File: config.mk
export PLATFORM = sky130hd
export DESIGN_NAME = scov_ctrl
export DESIGN_NICKNAME = d
export VERILOG_FILES = /design/src/design/scov_pkg.sv /design/src/design/scov_ctrl.sv
export VERILOG_INCLUDE_DIRS = /design/src /design/src/design
export SDC_FILE = /design/constraint.sdc
export NUM_CORES = 1
export LEC_CHECK = 0
export BUFFER_PORTS_ARGS = -buffer_cell sky130_fd_sc_hd__buf_2
export CORE_MARGIN = 5
export CORE_UTILIZATION = 43
export DETAILED_ROUTE_END_ITERATION = 6
export PLACE_DENSITY = 0.73
export SLEW_MARGIN = 15
export SYNTH_ARGS = -nofsm -noshare
export SYNTH_HDL_FRONTEND = slang
export SYNTH_SLANG_ARGS = --single-unit
File: constraint.sdc
create_clock -name clk -period 1.8 [get_ports clk]
set_input_delay 0.09 -clock clk [delete_from_list [all_inputs] [get_ports clk]]
set_output_delay 0.09 -clock clk [all_outputs]
set_load 0.005 [all_outputs]
File: src/design/sample_covariance_macros.svh
// Assertion macros for the sample covariance RTL (used by scov_ctrl).
// Needs clk and rst_n in the scope where a macro is used.
`ifndef SAMPLE_COVARIANCE_MACROS_SVH
`define SAMPLE_COVARIANCE_MACROS_SVH

// same-cycle implication, held off during reset
`define SCOV_ASSERT_IMP(lbl, ante, cons, msg) \
  lbl: assert property (@(posedge clk) disable iff (!rst_n) (ante) |-> (cons)) \
    else $error(msg);

// next-cycle implication, held off during reset
`define SCOV_ASSERT_NXT(lbl, ante, cons, msg) \
  lbl: assert property (@(posedge clk) disable iff (!rst_n) (ante) |=> (cons)) \
    else $error(msg);

`endif

File: src/design/scov_pkg.sv
// Shared widths, status codes and controller/datapath interface types
// for the sample covariance block. No dependencies.
package scov_pkg;

  localparam int SAMP_W      = 16;
  localparam int CNT_W       = 13;
  localparam int SUM_W       = 29;
  localparam int PSUM_W      = 44;
  localparam int PSPLIT      = 22;                 // low slice of product sum
  localparam int NUM_W       = 58;
  localparam int DEN_W       = 24;
  localparam int FRAC_W      = 8;
  localparam int DVD_W       = NUM_W + FRAC_W;
  localparam int COV_W       = 42;
  localparam int STAT_W      = 2;
  localparam int MAX_LEN_DEF = 4096;
  localparam int IN_TDATA_W  = 32;
  localparam int OUT_TDATA_W = 56;

  typedef enum logic [STAT_W-1:0] {
    ST_OK    = 2'd0,
    ST_SHORT = 2'd1,
    ST_LONG  = 2'd2
  } status_t;

  typedef struct packed {
    logic mul_first;   // Sa*Sb and n*(n-1)
    logic mul_lo;      // n * low slice of Sab
    logic mul_hi;      // n * high slice of Sab
    logic num_calc;    // combine into numerator
    logic div_start;
    logic load_out;    // load result word, clear sums
  } ctrl_cmd_t;

  typedef struct packed {
    logic overflow;
    logic short_len;
    logic div_busy;
  } dp_stat_t;

endpackage

File: src/design/scov_ctrl.sv
// Controller: sequences accumulation, final multiplies, divide and output.
// Depends on scov_pkg and sample_covariance_macros.svh.
`include "sample_covariance_macros.svh"

module scov_ctrl import scov_pkg::*; (
  input  logic      clk,
  input  logic      rst_n,
  input  logic      in_tvalid,
  input  logic      in_tlast,
  output logic      in_tready,
  output logic      out_tvalid,
  input  logic      out_tready,
  input  dp_stat_t  stat,
  output ctrl_cmd_t cmd
);

  typedef enum logic [8:0] {
    S_ACC    = 9'b000000001,
    S_FLUSH  = 9'b000000010,
    S_MUL1   = 9'b000000100,
    S_MUL_LO = 9'b000001000,
    S_MUL_HI = 9'b000010000,
    S_NUM    = 9'b000100000,
    S_DIV_GO = 9'b001000000,
    S_DIV_WT = 9'b010000000,
    S_LOAD   = 9'b100000000
  } state_t;

  state_t state_r, state_nxt;
  logic   out_vld_r, out_vld_nxt;
  logic   in_fire;

  assign in_tready = (state_r == S_ACC);
  assign in_fire   = in_tvalid && in_tready;

  always_comb begin
    state_nxt = state_r;
    cmd       = '0;
    case (state_r)
      S_ACC: begin
        if (in_fire && in_tlast) state_nxt = S_FLUSH;
      end
      // last pair is summed during this cycle
      S_FLUSH: begin
        state_nxt = S_MUL1;
      end
      S_MUL1: begin
        cmd.mul_first = 1'b1;
        state_nxt = (stat.overflow || stat.short_len) ? S_LOAD : S_MUL_LO;
      end
      S_MUL_LO: begin
        cmd.mul_lo = 1'b1;
        state_nxt  = S_MUL_HI;
      end
      S_MUL_HI: begin
        cmd.mul_hi = 1'b1;
        state_nxt  = S_NUM;
      end
      S_NUM: begin
        cmd.num_calc = 1'b1;
        state_nxt    = S_DIV_GO;
      end
      S_DIV_GO: begin
        cmd.div_start = 1'b1;
        state_nxt     = S_DIV_WT;
      end
      S_DIV_WT: begin
        if (!stat.div_busy) state_nxt = S_LOAD;
      end
      // wait for the output register to free up
      S_LOAD: begin
        if (!out_vld_r || out_tready) begin
          cmd.load_out = 1'b1;
          state_nxt    = S_ACC;
        end
      end
      default: begin
        state_nxt = S_ACC;
      end
    endcase
  end

  always_comb begin
    if (cmd.load_out) begin
      out_vld_nxt = 1'b1;
    end else if (out_tready) begin
      out_vld_nxt = 1'b0;
    end else begin
      out_vld_nxt = out_vld_r;
    end
  end

  always_ff @(posedge clk) begin
    if (!rst_n) begin
      state_r   <= S_ACC;
      out_vld_r <= 1'b0;
    end else begin
      state_r   <= state_nxt;
      out_vld_r <= out_vld_nxt;
    end
  end

  assign out_tvalid = out_vld_r;

  `SCOV_ASSERT_NXT(a_last_flush, in_fire && in_tlast, state_r == S_FLUSH, "last word not flushed")
  `SCOV_ASSERT_NXT(a_load_valid, cmd.load_out, out_vld_r, "loaded result not presented")
  `SCOV_ASSERT_IMP(a_div_idle, state_r == S_ACC, !stat.div_busy, "divider busy while summing")

endmodule

==> results of run 1 <==
==> how the worst max path moves through the flow <==
stage	from	end
3_5_place_dp	state_r[1]	state_r[5]
2_1_floorplan	state_r[1]	state_r[3]
4_1_cts	state_r[1]	in_tready
6_report	state_r[1]	in_tready
3_3_place_gp	state_r[1]	state_r[3]
5_1_grt	state_r[1]	in_tready
==> synth_stat cells, drive strengths merged, types with 2 or more instances <==
cell    count  share of area
inv         4          0.026
nor2        7          0.046
nor3        4          0.035
a31oi       2          0.022
and4        2          0.031
nor2b       4          0.044
nand2       5          0.033
nand3       2          0.018
nor4b       2          0.057
and2        4          0.044
dfxtp      10           0.35
a21oi       2          0.018
a21boi      2          0.033
nand2b      3          0.033
==> metrics by stage <==
stage | setup slack [ns] | power (mW) | setup TNS, ns | area, um^2 | cells
floorplan | 0.1945 | 0.2851 | 0 | 571.8 | 68
detailed placement | 0.1248 | 0.3086 | 0 | 665.6 | 98
global placement | 0.1828 | 0.3068 | 0 | 665.6 | 98
finish | -0.004147 | 0.4760 | -0.004147 | 743.2 | 104
CTS | 0.03035 | 0.4654 | 0 | 694.4 | 101
global route | -0.07532 | 0.5044 | -0.07532 | 743.2 | 104
==> cells by family (layout without fill, tap and decap cells) <==
family                 count (synthesis)  after routing
flip-flops                            10             10
buffers and inverters                  5             26
AO/OA/AOI/OAI                         13             13
multiplexers                           1              1
AND/OR/NAND/NOR                       39             39
==> power by group through the flow <==
stage	registers (mW)	logic, mW	clock network, mW
6_report	0.235	0.0874	0.154
5_1_grt	0.235	0.0968	0.173
4_1_cts	0.234	0.0698	0.161
3_5_place_dp	0.239	0.0697	0
3_3_place_gp	0.238	0.0683	0
2_1_floorplan	0.237	0.0481	0
==> cell type report <==
| type | instances | share of cell area |
|---|---|---|
| Multi-Input combinational cell | 53 | 0.5000 |
| Tap cell | 15 | 0.02525 |
| Sequential cell | 10 | 0.2828 |
| Inverter | 4 | 0.02020 |
| Timing Repair Buffer | 19 | 0.1414 |
| Clock buffer | 3 | 0.03030 |
==> registers in the layout, summed over array words and instances (netlist names) <==
name,count
state_r,9
out_tvalid,1
==> routing by layer <==
metal	vias to the layer above	GRT usage	routed length, um
met1	266	0.1810	602
met4	0	0.01705	10
met3	2	0.08984	101
met5	-	0	0
met2	16	0.2527	682
li1	291	-	-
==> critical path: stages, from the launching register on <==
cell and delay, ns:
dfxtp_4 0.36, or4b_4 0.56, nor4b_4 0.36, buf_2 0.17
==> repair_timing <==
item	CTS	global route
pin swaps	1	2
endpoints found under the setup margin	2	2
gates resized for setup	1	9
buffers inserted	0	3
==> results.sh, run 1 <==
export IMPL_status="complete, but fails checks"
export IMPL_violations="negative setup slack"
export IMPL_synthSimpleGateAreaFrac=0.4245
export IMPL_max_cap_violations=0
export IMPL_final_common_cell="buf_2"
export IMPL_grt_start_max_net_pins=10
export IMPL_final_util=0.5784
export IMPL_finalCritPeriodShare=1.002
export IMPL_die_w_um=46.47
export IMPL_syn_avg_cell_area_um2=8.409
export IMPL_cts_max_path_buffers=2
export IMPL_num_nets_final=99
export IMPL_p_seq_frac=0.493
export IMPL_cts_clk_slew_worst_paths_ns=0.07
export IMPL_syn_to_final_growth_pct=29.98
export IMPL_core_area_um2=1285
export IMPL_clock_skew_ns=0.01087
export IMPL_pwr_density_cell_nw_per_um2=640.5
export IMPL_reg2reg_to="state_r[5]"
export IMPL_final_hold_viol_count=0
export IMPL_synth_xor_area_frac=0
export IMPL_antenna_found_initial=0
export IMPL_swShare=0.2626
export IMPL_worstReg2RegStart="state_r[1]"
export IMPL_ys_ff_latch=10
export IMPL_ys_async_sr_fraction=0
export IMPL_drt_iter0_markers=12
export IMPL_antenna_cells=0
export IMPL_crit_type="reg -> out"
export IMPL_ir_drop_uv=526.8
export IMPL_post_drt_wl_per_cell_um=13.42
export IMPL_setup_ws_ns=-0.004147
export IMPL_yosysUniqueCellTypes=31
export IMPL_netlist_area_um2=571.8
export IMPL_grt_pass1_wl_mm=2.387
export IMPL_dieArea_um2=2159
export IMPL_synth_fp_nets=76
export IMPL_detail_route_wirelength_mm=1.396
export IMPL_register_area_um2=210.2
export IMPL_rows=13
export IMPL_cp_required_ns=1.71
export IMPL_cts_sinks=10
export IMPL_grt_pass1_vias=544
export IMPL_ys_warn_count=0
export IMPL_cts_buffers=3
export IMPL_ant_nets=0
export IMPL_cts_root_buf="clkbuf_4"
export IMPL_crit_path_start_kind="flop"
export IMPL_combinationalPowerShare=0.184
export IMPL_slew_headroom=0.7472
export IMPL_rr_worst_depth=4
export IMPL_period_needed_ns=1.804
export IMPL_internal_power_mw=0.3510
export IMPL_multi_input_area_um2=371.6
export IMPL_hp_class="in -> reg"
export IMPL_p_leak_nw=0.3412
export IMPL_hold_buffers=0
export IMPL_cts_tree="done"
export IMPL_layout_common_cells="15 x buf_2, 7 x nor2_1, 6 x dfxtp_1"
export IMPL_grt_remaining_overflow=0
export IMPL_end_kind="output port"
export IMPL_min_path_cells=2
export IMPL_synth_fa_ha_area_frac=0
export IMPL_worstHoldStart="rst_n"
export IMPL_drive_above_1_share=0.3708
export IMPL_switchingPower_mw=0.1250
export IMPL_grt_total_usage=0.1553
export IMPL_htree_levels=1
export IMPL_worst_skew_pair_late_latency_ns=0.27
export IMPL_rsz0062_at_grt="yes"
export IMPL_start_util=0.4450
export IMPL_port_buffers=15
export IMPL_fin_hold_ws_ns=0.1060
export IMPL_hpwl_mm=1.060
export IMPL_dr_pass1_iters=4
export IMPL_synthMuxAreaShare=0.01969
export IMPL_ys_flop_type="dfxtp_1"
export IMPL_synth_compound_area_frac=0.1663
export IMPL_min_to="state_r[8]"
export IMPL_slew_viol_final=0
export IMPL_gp_congestion=0.8798
export IMPL_regToRegSetupSlack_ns=0.10
export IMPL_worst_slew_pin_slew_ns=0.3744
export IMPL_synth_seq_area_share=0.3501
export IMPL_crit_arrival_ns=1.71
export IMPL_vias=575
export IMPL_ios=16
export IMPL_die_h_um=46.47
export IMPL_fillers=122
export IMPL_postSynthCellCount=68
export IMPL_synth_edff_count=0
export IMPL_fmax_mhz=554.3
export IMPL_drcViolationCount=0
export IMPL_synth_top_family_by_area="simple AND/OR/NAND/NOR gates"
export IMPL_viasPerCell=5.529
export IMPL_clkPwrFrac=0.324
export IMPL_setup_viol=1
export IMPL_cp_max_fo=3
(Power assumes the default switching activity.)
==> run 2: changes to the inputs <==
--- a/config.mk
+++ b/config.mk
@@ -7,11 +7,13 @@
 export NUM_CORES = 1
 export LEC_CHECK = 0
 export BUFFER_PORTS_ARGS = -buffer_cell sky130_fd_sc_hd__buf_2
+export CELL_PAD_IN_SITES_DETAIL_PLACEMENT = 1
+export CELL_PAD_IN_SITES_GLOBAL_PLACEMENT = 1
 export CORE_MARGIN = 5
-export CORE_UTILIZATION = 43
+export CORE_UTILIZATION = 35
 export DETAILED_ROUTE_END_ITERATION = 6
-export PLACE_DENSITY = 0.73
-export SLEW_MARGIN = 15
+export PLACE_DENSITY = 0.79
+export SLEW_MARGIN = 20
 export SYNTH_ARGS = -nofsm -noshare
 export SYNTH_HDL_FRONTEND = slang
 export SYNTH_SLANG_ARGS = --single-unit
==> run 2 against run 1 <==
  * Combinational power decreased by 9.2%
  * Largest power group unchanged
  * Critical path depth grew 2
  * Clock power is 36% higher
  * Utilization down 8.2 points
  * Power is 11% higher
  * Clock skew decreased by 0.0095 ns
  * The flow now finishes without violations
  * Sequential share of layout area fell by 0.80 points
  * Global-route usage decreased by 1.0 points
  * Fmax up 1.9%
  * Flip-flop and latch count unchanged
==> results.sh, run 2 (synthesis gave the netlist of run 1 again) <==
export IMPL_status="complete, no violations"
export IMPL_rsz0062_at_grt="yes"
export IMPL_crit_arrival_ns=1.68
export IMPL_place_area_um2=666.9
export IMPL_slew_viol_final=0
export IMPL_crit_path_start_kind="flop"
export IMPL_stdcell_count=104
export IMPL_start_util=0.3752
export IMPL_p_leak_nw=0.3499
export IMPL_setup_viol=0
export IMPL_num_nets_final=97
export IMPL_post_drt_wl_per_cell_um=16.69
export IMPL_hp_class="in -> reg"
export IMPL_largest_reg_flops=9
export IMPL_crit_type="reg -> out"
export IMPL_final_common_cell="buf_2"
export IMPL_min_path_cells=2
export IMPL_drive_above_1_share=0.3864
export IMPL_cts_sinks=10
export IMPL_antenna_cells=0
export IMPL_grt_pass1_wl_mm=2.904
export IMPL_layout_common_cells="15 x buf_2, 7 x nor2_1, 6 x dfxtp_1, 5 x nand2_1"
export IMPL_drt_iter0_markers=8
export IMPL_dr_pass1_iters=5
export IMPL_gp_congestion=0.7874
export IMPL_max_cap_violations=0
export IMPL_cts_tree="done"
export IMPL_syn_to_final_growth_pct=32.17
export IMPL_core_area_um2=1524
export IMPL_worstHoldStart="rst_n"
export IMPL_slowest_delay_ns=0.37
export IMPL_regMostFlops="state_r"
export IMPL_slew_headroom=0.7829
export IMPL_ir_drop_uv=329.2
export IMPL_ios=16
export IMPL_clock_skew_ns=0.001378
export IMPL_cts_clk_slew_worst_paths_ns=0.07
export IMPL_die_h_um=50.42
export IMPL_ant_nets=0
export IMPL_cp_required_ns=1.71
export IMPL_grt_start_max_net_pins=9
export IMPL_antenna_found_initial=0
export IMPL_vias=589
export IMPL_period_needed_ns=1.771
export IMPL_cp_max_fo=5
export IMPL_viasPerCell=5.663
export IMPL_rr_worst_depth=4
export IMPL_cts_buffers=3
export IMPL_reg2reg_to="state_r[3]"
export IMPL_dieArea_um2=2542
export IMPL_crit_family="simple AND/OR/NAND/NOR gates"
export IMPL_worst_skew_pair_late_latency_ns=0.27
export IMPL_crit_slowest_cell="dfxtp_4"
export IMPL_cts_max_path_buffers=2
export IMPL_grt_remaining_overflow=0
export IMPL_grt_pass1_vias=661
export IMPL_drcViolationCount=0
export IMPL_worstReg2RegStart="state_r[1]"
export IMPL_hpwl_mm=1.259
export IMPL_finalCritPeriodShare=0.9837
export IMPL_fin_tns_setup_ns=0
export IMPL_crit_cells=5
export IMPL_worst_slew_pin_slew_ns=0.3216
export IMPL_rows=14
export IMPL_cts_root_buf="clkbuf_4"
export IMPL_worstPathCellList="nor4_4 > nand2_1 > or3_4 > nor2b_4 > buf_2"
export IMPL_fin_hold_ws_ns=0.1073
export IMPL_grt_total_usage=0.1453
export IMPL_die_w_um=50.42
export IMPL_min_to="state_r[1]"
export IMPL_hold_buffers=0
export IMPL_final_hold_viol_count=0
export IMPL_end_kind="output port"
export IMPL_port_buffers=15
export IMPL_htree_levels=1
export IMPL_fmax_mhz=564.8
export IMPL_placed_cells=99
export IMPL_regToRegSetupSlack_ns=0.16
export IMPL_worst_path_buf_inv=1
export IMPL_post_route_cell_area_um2=755.7
export IMPL_detail_route_wirelength_mm=1.736
export IMPL_pwr_density_cell_nw_per_um2=697.7
==> run 2: cell types whose count changed in the layout (fill, tap and decap cells not counted), sizes merged <==
| cell | previous run | this run |
|---|---|---|
| clkbuf | 3 | 4 |
| buf | 19 | 17 |
==> run 2: worst reg2reg max path, delay by kind of cell (launching register included) <==
kind            cells  cell delay, ns
simple gates        3            1.05
flops               1            0.36
compound gates      1            0.13
==> run 2: layout make-up <==
cell class / instances / area [um^2]
multi-input cells: 53 / 386.6
well taps: 16 / 20.02
flip-flops and latches: 10 / 207.7
clock buffers: 4 / 36.28
inverters: 4 / 15.01
repair buffers: 17 / 90.09
fillers: 192 / 768.2
==> run 2: worst max-delay path by stage <==
stage,from,to
floorplan,state_r[1],state_r[3]
global placement,state_r[1],state_r[3]
detailed placement,state_r[1],state_r[3]
CTS,state_r[3],cmd[0]
global route,state_r[0],cmd[0]
finish,state_r[0],cmd[0]
==> run 2: metrics by stage <==
stage / utilization / setup WS, ns / total power [mW]
6_report: 0.4959 / 0.02941 / 0.5272
3_5_place_dp: 0.4376 / 0.1354 / 0.3102
2_1_floorplan: - / 0.1945 / 0.2851
5_1_grt: 0.4959 / -0.03920 / 0.5589
4_1_cts: 0.4819 / 0.008374 / 0.5301
3_3_place_gp: 0.4376 / 0.1865 / 0.3091
==> run 2: repair_timing <==
item	CTS	global route
setup endpoints to repair	2	3
buffers inserted	1	0
pin swaps	3	2
endpoints found under the hold margin	0	0
gates cloned	0	0
resized for setup	6	6
==> run 2: layer usage <==
layer  track usage  part of all wire  up-vias
li1              -                 -      290
met1        0.1786              0.44      284
met2        0.2490              0.52       13
met3       0.02959             0.038        2
met4       0.05106            0.0023        0
met5             0                 0        -
==> run 2: power breakdown <==
group / internal, mW / switching [mW] / total [mW] / leakage [nW]
combinational: 0.0417 / 0.0376 / 0.0794 / 0.246
clock: 0.123 / 0.0867 / 0.210 / 0.0210
sequential: 0.228 / 0.0106 / 0.238 / 0.0824
==> run 3: changes to the inputs <==
--- a/config.mk
+++ b/config.mk
@@ -9,6 +9,7 @@
 export BUFFER_PORTS_ARGS = -buffer_cell sky130_fd_sc_hd__buf_2
 export CELL_PAD_IN_SITES_DETAIL_PLACEMENT = 1
 export CELL_PAD_IN_SITES_GLOBAL_PLACEMENT = 1
+export CORE_ASPECT_RATIO = 1.25
 export CORE_MARGIN = 5
 export CORE_UTILIZATION = 35
 export DETAILED_ROUTE_END_ITERATION = 6
==> run 3 against run 2 <==
  * Power rose by 4.2%
  * Global-route usage is 0.33 points higher
  * Flip-flop and latch count stayed put
==> results.sh, run 3 (synthesis gave the netlist of run 1 again) <==
export IMPL_combinationalPowerShare=0.193
export IMPL_place_area_um2=669.4
export IMPL_internal_power_mw=0.4100
export IMPL_syn_to_final_growth_pct=36.54
export IMPL_pwr_density_cell_nw_per_um2=703.7
export IMPL_drcViolationCount=0
export IMPL_grt_pass1_vias=621
export IMPL_rr_worst_depth=5
export IMPL_core_area_um2=1562
export IMPL_slowest_delay_ns=0.57
export IMPL_crit_family="simple AND/OR/NAND/NOR gates"
export IMPL_cts_root_buf="clkbuf_4"
export IMPL_placed_cells=101
export IMPL_cp_required_ns=1.71
export IMPL_cp_max_fo=7
export IMPL_vias=607
export IMPL_fin_hold_ws_ns=0.09425
export IMPL_grt_start_max_net_pins=10
export IMPL_period_needed_ns=1.798
export IMPL_regToRegSetupSlack_ns=0.01
export IMPL_status="complete, no violations"
export IMPL_crit_path_start_kind="flop"
export IMPL_num_nets_final=101
export IMPL_ir_drop_uv=548.7
export IMPL_slew_viol_final=0
export IMPL_critPathCapture="in_tready"
export IMPL_drt_iter0_markers=0
export IMPL_max_cap_violations=0
export IMPL_post_route_cell_area_um2=780.7
export IMPL_post_drt_wl_per_cell_um=16.61
export IMPL_layout_common_cells="15 x buf_2, 7 x nor2_1, 6 x dfxtp_1, 6 x buf_4, 5 x nand2_1"
export IMPL_detail_route_wirelength_mm=1.827
export IMPL_cts_sinks=10
export IMPL_antenna_cells=0
export IMPL_fin_tns_setup_ns=0
export IMPL_grt_total_usage=0.1486
export IMPL_rsz0062_at_grt="yes"
export IMPL_crit_arrival_ns=1.71
export IMPL_fmax_mhz=556.0
export IMPL_switchingPower_mw=0.1394
export IMPL_port_buffers=15
export IMPL_antenna_found_initial=0
export IMPL_cts_buffers=3
export IMPL_crit_slowest_cell="or4b_4"
export IMPL_drive_above_1_share=0.4022
export IMPL_startpoint="state_r[1]"
export IMPL_hp_class="in -> reg"
export IMPL_grt_remaining_overflow=0
export IMPL_setup_viol=0
export IMPL_die_w_um=46.15
export IMPL_fillers=201
export IMPL_worst_slew_pin_slew_ns=0.3396
export IMPL_final_hold_viol_count=0
export IMPL_power_total_mw=0.5494
export IMPL_p_leak_nw=0.3583
export IMPL_viasPerCell=5.518
export IMPL_regMostFlops="state_r"
export IMPL_crit_cells=3
export IMPL_final_common_cell="buf_2"
export IMPL_cts_max_path_buffers=2
export IMPL_ios=16
export IMPL_end_kind="output port"
export IMPL_hpwl_mm=1.266
export IMPL_cts_tree="done"
export IMPL_finalCritPeriodShare=0.9991
export IMPL_worst_path_buf_inv=1
export IMPL_stdcell_count=110
export IMPL_grt_pass1_wl_mm=2.608
export IMPL_worst_skew_pair_late_latency_ns=0.27
export IMPL_slew_headroom=0.7707
export IMPL_gp_congestion=0.7478
export IMPL_p_seq_frac=0.432
export IMPL_reg2reg_to="state_r[3]"
export IMPL_hold_buffers=0
export IMPL_worstReg2RegStart="state_r[1]"
export IMPL_worstPathCellList="or4b_4 > nor4b_4 > buf_2"
export IMPL_start_util=0.3662
export IMPL_clkPwrFrac=0.375
export IMPL_die_h_um=55.19
export IMPL_ant_nets=0
export IMPL_crit_type="reg -> out"
export IMPL_htree_levels=1
export IMPL_largest_reg_flops=9
export IMPL_swShare=0.2537
export IMPL_dr_pass1_iters=1
export IMPL_rows=16
export IMPL_clock_skew_ns=0.001278
export IMPL_cts_clk_slew_worst_paths_ns=0.07
export IMPL_dieArea_um2=2547
==> run 3: cell type report <==
cell class	instances	area, um^2	share of cell area
multi-input cells	53	379.1	0.4856
inverters	4	15.01	0.01923
flip-flops and latches	10	207.7	0.2660
repair buffers	21	120.1	0.1538
well taps	18	22.52	0.02885
clock buffers	4	36.28	0.04647
==> run 3: worst min path at each step <==
| stage | startpoint | endpoint | cells after the start |
|---|---|---|---|
| after detailed placement | rst_n | state_r[1] | 2 |
| after global routing | rst_n | state_r[1] | 2 |
| after CTS | rst_n | state_r[1] | 2 |
| final | rst_n | state_r[1] | 2 |
| after global placement | rst_n | state_r[8] | 2 |
| after floorplan | rst_n | state_r[8] | 1 |
==> run 3: worst reg2reg max path, cell delays in order, from the launching register on <==
cell	delay [ns]
dfxtp_2	0.36
or4b_4	0.57
nor4b_4	0.33
buf_4	0.18
a21boi_2	0.07
and3_1	0.17
==> run 3: power by group through the flow <==
stage / clock network, mW / registers [mW] / logic (mW)
2_1_floorplan: 0 / 0.237 / 0.0481
3_3_place_gp: 0 / 0.239 / 0.0687
3_5_place_dp: 0 / 0.240 / 0.0700
4_1_cts: 0.213 / 0.235 / 0.0700
5_1_grt: 0.223 / 0.238 / 0.117
6_report: 0.206 / 0.237 / 0.106
==> run 3: routing by layer <==
layer / GRT usage / up-vias / part of all wire
met1: 0.1525 / 294 / 0.37
li1: - / 292 / -
met2: 0.2615 / 14 / 0.55
met5: 0 / - / 0
met3: 0.06472 / 7 / 0.050
met4: 0.05687 / 0 / 0.028
==> run 3: per-stage QoR <==
step,util,setup WS [ns]
after detailed placement,0.4287,0.1199
after CTS,0.4559,0.01717
after floorplan,-,0.1945
final,0.5000,0.001538
after global routing,0.5000,-0.08278
after global placement,0.4287,0.1877
==> run 3: timing repair <==
action                                  in CTS  in global routing
resized for setup                            1                  9
setup buffers                                0                  5
pin swaps                                    1                  3
endpoints found under the setup margin       2                  2
